[src/rtl/core/chd_pkg.sv]
// Shared widths, constants and the arctangent table of the compass heading core.
package chd_pkg;

  localparam int IN_W              = 16;  // raw sample and offset width
  localparam int DIFF_W            = IN_W + 1;  // exact offset-corrected difference
  localparam int PRE_SHIFT         = 8;   // fraction bits added before rotation
  localparam int DP_W              = 28;  // rotation datapath, covers CORDIC gain
  localparam int ZW                = 26;  // angle accumulator, 2^-16 degree units
  localparam int ATAN_W            = 22;
  localparam int TABLE_LEN         = 24;
  localparam int HEAD_W            = 15;
  localparam int ROUND_SHIFT       = 10;  // 2^-16 degree down to 1/64 degree
  localparam int CORDIC_STAGES_DEF = 16;
  localparam int CFG_ADDR_W        = 1;

  localparam logic signed [ZW-1:0] HALF_TURN  = 26'sd11796480;  // 180 << 16
  localparam logic signed [ZW-1:0] FULL_TURN  = 26'sd23592960;  // 360 << 16
  localparam logic        [ZW-1:0] ROUND_HALF = 26'd512;
  localparam logic    [HEAD_W-1:0] CODES_PER_TURN = 15'd23040;

  typedef enum logic [CFG_ADDR_W-1:0] {
    REG_X_OFFSET = 1'b0,
    REG_Y_OFFSET = 1'b1
  } cfg_reg_t;

  // atan(2^-i) in degrees times 65536, rounded
  localparam logic [ATAN_W-1:0] ATAN_DEG16 [TABLE_LEN] = '{
    22'd2949120, 22'd1740967, 22'd919879, 22'd466945,
    22'd234379,  22'd117304,  22'd58666,  22'd29335,
    22'd14668,   22'd7334,    22'd3667,   22'd1833,
    22'd917,     22'd458,     22'd229,    22'd115,
    22'd57,      22'd29,      22'd14,     22'd7,
    22'd4,       22'd2,       22'd1,      22'd0
  };

endpackage

[src/rtl/core/compass_heading_atan2_core.sv]
// Compass heading core: offset correction and pipelined CORDIC atan2 to 1/64 degree.
//
//  channel  | ports                          | transfer when
//  ---------+--------------------------------+-----------------------------
//  sample   | start, busy, mag_x, mag_y      | start high and busy low
//  heading  | done, heading_q6               | every cycle done is high
//  config   | cfg_we, cfg_addr, cfg_wdata    | every cycle cfg_we is high
//
// One sample pair enters each clock while busy is low; its heading passes the
// registers offset subtract, half-plane fold, one per micro-rotation, wrap into
// [0, 360) and round, in that order. The unrolled rotation chain sets the latency.
// rst is synchronous: it clears the offsets and every valid bit, and busy is a
// registered copy of rst that falls in the cycle after rst drops. The receiver
// takes each result in the cycle done is high, so the pipeline never stalls and
// advances every clock.
module compass_heading_atan2_core #(
  parameter int CORDIC_STAGES = chd_pkg::CORDIC_STAGES_DEF
) (
  input  logic                                 clk,
  input  logic                                 rst,
  input  logic                                 start,
  output logic                                 busy,
  input  logic signed [chd_pkg::IN_W-1:0]      mag_x,
  input  logic signed [chd_pkg::IN_W-1:0]      mag_y,
  output logic                                 done,
  output logic        [chd_pkg::HEAD_W-1:0]    heading_q6,
  input  logic                                 cfg_we,
  input  logic        [chd_pkg::CFG_ADDR_W-1:0] cfg_addr,
  input  logic        [chd_pkg::IN_W-1:0]      cfg_wdata
);
  import chd_pkg::*;

  // The table limits how many micro-rotations can be used.
  localparam int NS = (CORDIC_STAGES > TABLE_LEN) ? TABLE_LEN : CORDIC_STAGES;

  logic signed [IN_W-1:0] x_offset;
  logic signed [IN_W-1:0] y_offset;

  // offset-corrected sample
  logic                     v_a;
  logic signed [DIFF_W-1:0] dx_a;
  logic signed [DIFF_W-1:0] dy_a;

  // rotation pipeline; index 0 is the folded start vector
  logic                     v_s  [0:NS];
  logic                     zf_s [0:NS];
  logic signed [DP_W-1:0]   x_s  [0:NS];
  logic signed [DP_W-1:0]   y_s  [0:NS];
  logic signed [ZW-1:0]     z_s  [0:NS];

  // wrapped angle
  logic                     v_w;
  logic                     zf_w;
  logic signed [ZW-1:0]     z_w;

  logic                     fold_neg;
  logic                     fold_zero;
  logic signed [DP_W-1:0]   dx_ext;
  logic signed [DP_W-1:0]   dy_ext;
  logic                     accept;
  logic        [ZW-1:0]     rounded;
  logic        [HEAD_W-1:0] code;
  logic        [HEAD_W-1:0] heading_next;

  // Busy is a registered copy of reset; the pipeline takes a sample every clock while busy is low.
  always_ff @(posedge clk) begin
    busy <= rst;
  end

  assign accept = start && !busy;

  // Offset registers
  always_ff @(posedge clk) begin
    if (rst) begin
      x_offset <= '0;
      y_offset <= '0;
    end else if (cfg_we) begin
      unique case (cfg_reg_t'(cfg_addr))
        REG_X_OFFSET: x_offset <= cfg_wdata;
        REG_Y_OFFSET: y_offset <= cfg_wdata;
        default:      x_offset <= x_offset;
      endcase
    end
  end

  // Stage A: dx = x - x_offset, dy = -(y - y_offset), both exact in 17 bits.
  always_ff @(posedge clk) begin
    if (rst) begin
      v_a <= 1'b0;
    end else begin
      v_a <= accept;
    end
  end

  always_ff @(posedge clk) begin
    dx_a <= {mag_x[IN_W-1], mag_x} - {x_offset[IN_W-1], x_offset};
    dy_a <= {y_offset[IN_W-1], y_offset} - {mag_y[IN_W-1], mag_y};
  end

  // Stage B: fold the left half plane onto the right, start at 180 degrees there,
  // and add the fraction bits.
  assign fold_neg  = dx_a[DIFF_W-1];
  assign fold_zero = (dx_a == '0) && (dy_a == '0);
  assign dx_ext    = {{(DP_W-DIFF_W){dx_a[DIFF_W-1]}}, dx_a};
  assign dy_ext    = {{(DP_W-DIFF_W){dy_a[DIFF_W-1]}}, dy_a};

  always_ff @(posedge clk) begin
    if (rst) begin
      v_s[0] <= 1'b0;
    end else begin
      v_s[0] <= v_a;
    end
  end

  always_ff @(posedge clk) begin
    zf_s[0] <= fold_zero;
    if (fold_neg) begin
      x_s[0] <= (-dx_ext) <<< PRE_SHIFT;
      y_s[0] <= (-dy_ext) <<< PRE_SHIFT;
      z_s[0] <= HALF_TURN;
    end else begin
      x_s[0] <= dx_ext <<< PRE_SHIFT;
      y_s[0] <= dy_ext <<< PRE_SHIFT;
      z_s[0] <= '0;
    end
  end

  // Micro-rotations: drive y toward zero, one register per step.
  for (genvar i = 0; i < NS; i++) begin : g_rot
    localparam logic signed [ZW-1:0] ANG = ZW'(ATAN_DEG16[i]);

    always_ff @(posedge clk) begin
      if (rst) begin
        v_s[i+1] <= 1'b0;
      end else begin
        v_s[i+1] <= v_s[i];
      end
    end

    always_ff @(posedge clk) begin
      zf_s[i+1] <= zf_s[i];
      if (!y_s[i][DP_W-1]) begin
        x_s[i+1] <= x_s[i] + (y_s[i] >>> i);
        y_s[i+1] <= y_s[i] - (x_s[i] >>> i);
        z_s[i+1] <= z_s[i] + ANG;
      end else begin
        x_s[i+1] <= x_s[i] - (y_s[i] >>> i);
        y_s[i+1] <= y_s[i] + (x_s[i] >>> i);
        z_s[i+1] <= z_s[i] - ANG;
      end
    end
  end

  // Wrap stage: bring negative angles into [0, 360).
  always_ff @(posedge clk) begin
    if (rst) begin
      v_w <= 1'b0;
    end else begin
      v_w <= v_s[NS];
    end
  end

  always_ff @(posedge clk) begin
    zf_w <= zf_s[NS];
    z_w  <= z_s[NS][ZW-1] ? (z_s[NS] + FULL_TURN) : z_s[NS];
  end

  // Round half up to 1/64 degree; a full turn reads as zero, and so does the
  // zero vector.
  assign rounded = z_w + ROUND_HALF;
  assign code    = rounded[ROUND_SHIFT +: HEAD_W];

  always_comb begin
    if (zf_w || (code == CODES_PER_TURN)) begin
      heading_next = '0;
    end else begin
      heading_next = code;
    end
  end

  // Output register: one strobe per sample.
  always_ff @(posedge clk) begin
    if (rst) begin
      done <= 1'b0;
    end else begin
      done <= v_w;
    end
  end

  always_ff @(posedge clk) begin
    heading_q6 <= heading_next;
  end

endmodule

[config.mk]
export PLATFORM = sky130hd
export DESIGN_NAME = compass_heading_atan2_core
export DESIGN_NICKNAME = d
export VERILOG_FILES = /design/src/rtl/core/chd_pkg.sv /design/src/rtl/core/compass_heading_atan2_core.sv
export SDC_FILE = /design/constraint.sdc
export NUM_CORES = 2
export LEC_CHECK = 0
export BUFFER_PORTS_ARGS = -buffer_cell sky130_fd_sc_hd__buf_2
export CORE_ASPECT_RATIO = 1.4
export CORE_MARGIN = 2
export CORE_UTILIZATION = 37
export DETAILED_ROUTE_END_ITERATION = 12
export PLACE_DENSITY = 0.58
export SETUP_SLACK_MARGIN = 0.1
export SLEW_MARGIN = 5
export SYNTH_ARGS = -nofsm -noshare
export SYNTH_HDL_FRONTEND = slang
export SYNTH_SLANG_ARGS = --single-unit
export TNS_END_PERCENT = 1
[constraint.sdc]
create_clock -name clk -period 5.7 [get_ports clk]
set_input_delay 0.285 -clock clk [delete_from_list [all_inputs] [get_ports clk]]
set_output_delay 0.285 -clock clk [all_outputs]
set_load 0.01 [all_outputs]
Word-level counts from Yosys, hierarchy flattened
Memory sizes are Yosys's and may differ from the RTL's. A register that Yosys moved wholly into a read port is not among the register bits.
Index checks and enable logic that the tools add are counted.

storage, ports and cells
  flip-flop bits (word level) = 109
  memories kept = 5
  logic and storage cells = 300
  RAM bits = 1428
  output and inout port bits = 17

cells by class
  add/sub/neg operators = 101
  equality and inequality tests = 1
  mux-type cells = 107
  reductions and logical operators = 8
  bitwise gates (word level) = 69

memory list
  name  depth  width  rd ports  clocked after Yosys merged registers in  write ports  RTL line                          source
  x_s   17     28     16        0                                        17           compass_heading_atan2_core.sv:47  logic signed [DP_W-1:0] x_s [0:NS];
  y_s   17     28     16        0                                        17           compass_heading_atan2_core.sv:48  logic signed [DP_W-1:0] y_s [0:NS];
  z_s   17     26     17        0                                        17           compass_heading_atan2_core.sv:49  logic signed [ZW-1:0] z_s [0:NS];
  v_s   17     1      17        1                                        17           compass_heading_atan2_core.sv:45  logic v_s [0:NS];
  zf_s  17     1      17        1                                        17           compass_heading_atan2_core.sv:46  logic zf_s [0:NS];

operator list
  operator                      number
  two-way mux 28 bit            34
  two-way mux 26 bit            17
  bitwise OR 1 bit              68
  adder 28 x 13 -> 28 bit       2
  adder 28 x 14 -> 28 bit       2
  adder 28 x 15 -> 28 bit       2
  adder 28 x 16 -> 28 bit       2
  adder 28 x 17 -> 28 bit       2
  adder 28 x 18 -> 28 bit       2
  adder 28 x 19 -> 28 bit       2
  adder 28 x 20 -> 28 bit       2
  adder 28 x 21 -> 28 bit       2
  adder 28 x 22 -> 28 bit       2
  adder 28 x 23 -> 28 bit       2
  adder 28 x 24 -> 28 bit       2
  adder 28 x 25 -> 28 bit       2
  adder 28 x 26 -> 28 bit       2
  adder 28 x 27 -> 28 bit       2
  subtractor 28 x 13 -> 28 bit  2
  subtractor 28 x 14 -> 28 bit  2
  subtractor 28 x 15 -> 28 bit  2
  subtractor 28 x 16 -> 28 bit  2
  subtractor 28 x 17 -> 28 bit  2
  subtractor 28 x 18 -> 28 bit  2
  other kinds (56)              125

Longest topological paths before layout
  word-level depth = 3
  gate-level depth with buffers = 20
  gate-level depth less buffers = 19

Worst setup path after synthesis
OpenSTA, ideal clock, no wires.

  kind = reg2reg
  start point = mem y_s[13][18]
  end point = mem x_s[14][27]
  clock period less this slack = 4.126 ns
  setup time = 0.126 ns
  arrival time = 4.000 ns
  slack = 1.574 ns
  stages on the path, launching flop included = 18
  data required time = 5.574 ns
  path through = dfxtp_1 nor4_1 nand2_1 or4_1 clkbuf_1 o41ai_1 xor2_1 ha_1 a21o_1 a21o_1 a221o_1 a31o_2 o21ai_1 a21boi_1 a41oi_2 o21ai_1 o41ai_2 xnor2_1

RTL lines
  what                RTL line
  start: declaration  compass_heading_atan2_core.sv:48
  end: declaration    compass_heading_atan2_core.sv:47

==> flow_summary.ini <==
[synthesis]
postSynthCellCount = 10529
synth-simple-area-share = 0.152
most_common_cell_in_the_netlist = sky130_fd_sc_hd__dfxtp_1
synth_top_cell_by_area = sky130_fd_sc_hd__dfxtp_1
share_of_the_synthesized_area_in_the_top_cell_type = 0.283
netlist-cell-type-count = 103
synth_cell_area_um2 = 89300
synth-compound-area-share = 0.211
syn_area_per_cell_um2 = 8.48
synth-edff-count = 0
sequential_to_total_area_share_from_yosys_stat = 0.283
async_flop_share = 0
yosys-top-cells-count = 1260 x sky130_fd_sc_hd__dfxtp_1, 1188 x sky130_fd_sc_hd__ha_1, 1066 x sky130_fd_sc_hd__a21oi_1, 963 x sky130_fd_sc_hd__nor2_1, 963 x sky130_fd_sc_hd__xnor2_1
synthTopCellsByArea = sky130_fd_sc_hd__dfxtp_1 28%, sky130_fd_sc_hd__ha_1 17%, sky130_fd_sc_hd__xnor2_1 9.4%, sky130_fd_sc_hd__a21oi_1 6.0%, sky130_fd_sc_hd__xor2_1 4.6%
area_share_of_fa_ha_maj_cells_after_synthesis = 0.175
synth_ff_type = sky130_fd_sc_hd__dfxtp_1
synth_xor_xnor_area_share = 0.141
total_number_of_yosys_warnings = 0
seq_cells_post_synth = 1260
synth_top_family_by_area = compound AO/OA/AOI/OAI gates
muxShareOfSynthArea = 0.00753

[worst_setup_path]
r2r.worst_path.cells = 16
rrSetupSlack_ns = 1.06
worst-path-max-fanout = 9
worst_path_max_delay_cell = sky130_fd_sc_hd__or4_1
r2r_start = y_s[13][18]
setup.worst_path.start = y_s[13][18]
cp.arrival_ns = 5.35
rr_endpoint = x_s[14][27]
cpPeakStageDelay_ns = 0.63
critical_path.endpoint_type = register
cp-start-kind = register
timing.critical_path.cells = nor4_1 -> nand2_1 -> or4_1 -> o41ai_1 -> xor2_1 -> ha_1 -> a21o_1 -> a21o_1 -> a221o_1 -> a31o_2 -> o21ai_1 -> a21boi_1 -> a41oi_2 -> o21ai_1 -> o41ai_2 -> xnor2_1
worst_ep_required_time_ns = 6.41
setup.worst_path.end = x_s[14][27]
crit_type = reg -> reg

[global_route]
grt_pass1_vias = 75620
track_usage = 0.197
gr-max-usage-layer = met2
globalRouteOverflowTotal = 0
grt_util_met3 = 0.0243
grt_use_met2 = 0.392
wire_length_of_the_first_global_routing_pass_um = 392000
largest_net_degree_at_the_start_of_global_routing = 66
gr-usage-met1 = 0.183
grt_antenna_before_repair = 7

[sta]
finalHoldViolations = 0
timing.max_slew.rel_slack = 0.189
grt_setup_unrepaired = no
timing.final.crit_share = 0.814
slew_violations = 0
timing.clock.skew_ns = 0.0677
timing.final.setup_violations = 0
final.setup.tns_ns = 0
max_freq_mhz = 216
layout_min_cycle_time_ns = 4.64
worst_slew_pin_slew_ns = 1.21

[clocking]
cts_buf_count = 155
cts.clk_slew.worst_paths_ns = 0.06
clockRootBuffer = sky130_fd_sc_hd__clkbuf_16
maximum_buffer_depth_of_the_clock_tree = 4
cts_max_level = 4
tritoncts_num_sinks = 1260
tritoncts = built
clk_latency_ns = 0.86

[detailed_routing]
drt-pass1-iter-count = 6
detail-route-antenna-nets = 0
avgViaCountPerCell = 5.35
detail_route.drc_violations = 0
route.final.wire_length_um = 248000
routed_wire_length_per_instance_um = 17.7
number_of_vias_after_detailed_routing = 75249
drt_iter0_drc = 3502

[min_path]
hold_class = in -> reg
hold_path.startpoint = rst

[final_layout]
fillers = 23892
register_area_um2 = 25200
finish.instance_area_um2 = 99400
drive_gt1_frac = 0.0486
syn_to_final_growth_pct = 11.3
multi_input_gate_area_in_the_final_layout_um2 = 61300
utilization_after_layout = 0.414
num-nets-final = 11993

[flow_run]
drv.max_cap_violation_count = 0

[die]
total_die_area_um2 = 245000
area_inside_the_core_boundary_um2 = 240000
boundaryPins = 70
dieWidth_um = 419
std_cell_rows = 213
initial_cell_density_of_the_core = 0.372
die_boundary_height_um = 585

[placement]
placed_area_um2 = 93400
finalWeightedCongestion = 0.947
port_buffers = 69
dpl.hpwl_um = 203000

[status]
status = complete, no violations
cell families after synthesis:
kind of cell             after synthesis
buffers and inverters                738
other                                  1
XOR/XNOR                            1434
AND/OR/NAND/NOR                     2839
flip-flops                          1260
AO/OA/AOI/OAI                       2971
adder cells (fa/ha/maj)             1224
multiplexers                          62
cell type report:
type	instances	area share
Timing Repair Buffer	185	0.0140
Clock buffer	202	0.0439
Clock inverter	67	0.00870
Inverter	581	0.0219
Tap cell	3225	0.0406
Sequential cell	1260	0.254
Antenna cell	3	0.0000756
Multi-Input combinational cell	8533	0.617
critical path, delay by kind of cell (launching register included):
kind | cells | cell delay (ns)
AOI/OAI and AO/OA | 10 | 2.37
and+or+nand+nor | 3 | 1.23
DFF | 1 | 0.35
xor gates and xnor gates | 2 | 0.31
adders and majority gates | 1 | 0.26
cell usage in the layout, fill, tap and decap left out, types with 90 or more instances in the layout:
cell type	n
sky130_fd_sc_hd__a21o_1	436
sky130_fd_sc_hd__a21oi_1	1066
sky130_fd_sc_hd__a31oi_1	117
sky130_fd_sc_hd__and3_1	102
sky130_fd_sc_hd__clkbuf_16	157
sky130_fd_sc_hd__dfxtp_1	1245
sky130_fd_sc_hd__ha_1	1188
sky130_fd_sc_hd__inv_1	578
sky130_fd_sc_hd__nand2_1	555
sky130_fd_sc_hd__nand2b_1	134
sky130_fd_sc_hd__nand3_1	163
sky130_fd_sc_hd__nor2_1	963
sky130_fd_sc_hd__nor2b_1	194
sky130_fd_sc_hd__nor3_1	303
sky130_fd_sc_hd__nor4_1	90
sky130_fd_sc_hd__o21a_1	157
sky130_fd_sc_hd__o21ai_0	489
sky130_fd_sc_hd__o21bai_1	138
sky130_fd_sc_hd__xnor2_1	963
sky130_fd_sc_hd__xor2_1	471
registers in the layout, summed over array words and instances, names as in the netlist:
signal      count
busy            1
done            1
dx_a           17
dy_a           17
heading_q6     15
v_a             1
v_s            17
v_w             1
x_offset       16
x_s           375
y_offset       16
y_s           388
z_s           361
z_w            16
zf_s           17
zf_w            1
per-stage QoR:
stage          hold slack [ns]  std cells  setup slack [ns]
6_report                0.0398      14056              1.06
5_1_grt                 0.0280      14054             0.726
4_1_cts                0.00266      14053              1.09
3_5_place_dp             0.312      13716              1.12
3_3_place_gp             0.312      13716              1.04
2_1_floorplan            0.310      10531              1.57
per-layer routing:
metal  share of wire  up-vias  wire length (um)
met1            0.35    35176             87900
met2            0.54     1504            134000
met5         0.00015        -                38
li1                -    37803                 -
met3           0.029      758              7290
met4           0.077        8             19100
worst min-delay path by stage:
stage | endpoint | slack [ns] | depth (start not counted)
finish | busy | 0.04 | 1
global route | dy_a[14] | 0.03 | 5
CTS | busy | 0.003 | 1
detailed placement | zf_s[11] | 0.31 | 0
global placement | zf_s[16] | 0.31 | 0
floorplan | z_s[6][1] | 0.31 | 0
repair_timing:
item                                   in CTS  in global routing
resized for setup                           0                  0
setup buffers                               0                  0
hold buffers                               68                  0
endpoints found under the hold margin      65                  0
Power is left out: the tool's default activity adds up to more than one toggle a clock period on the data nets, which glitch-free logic cannot reach.
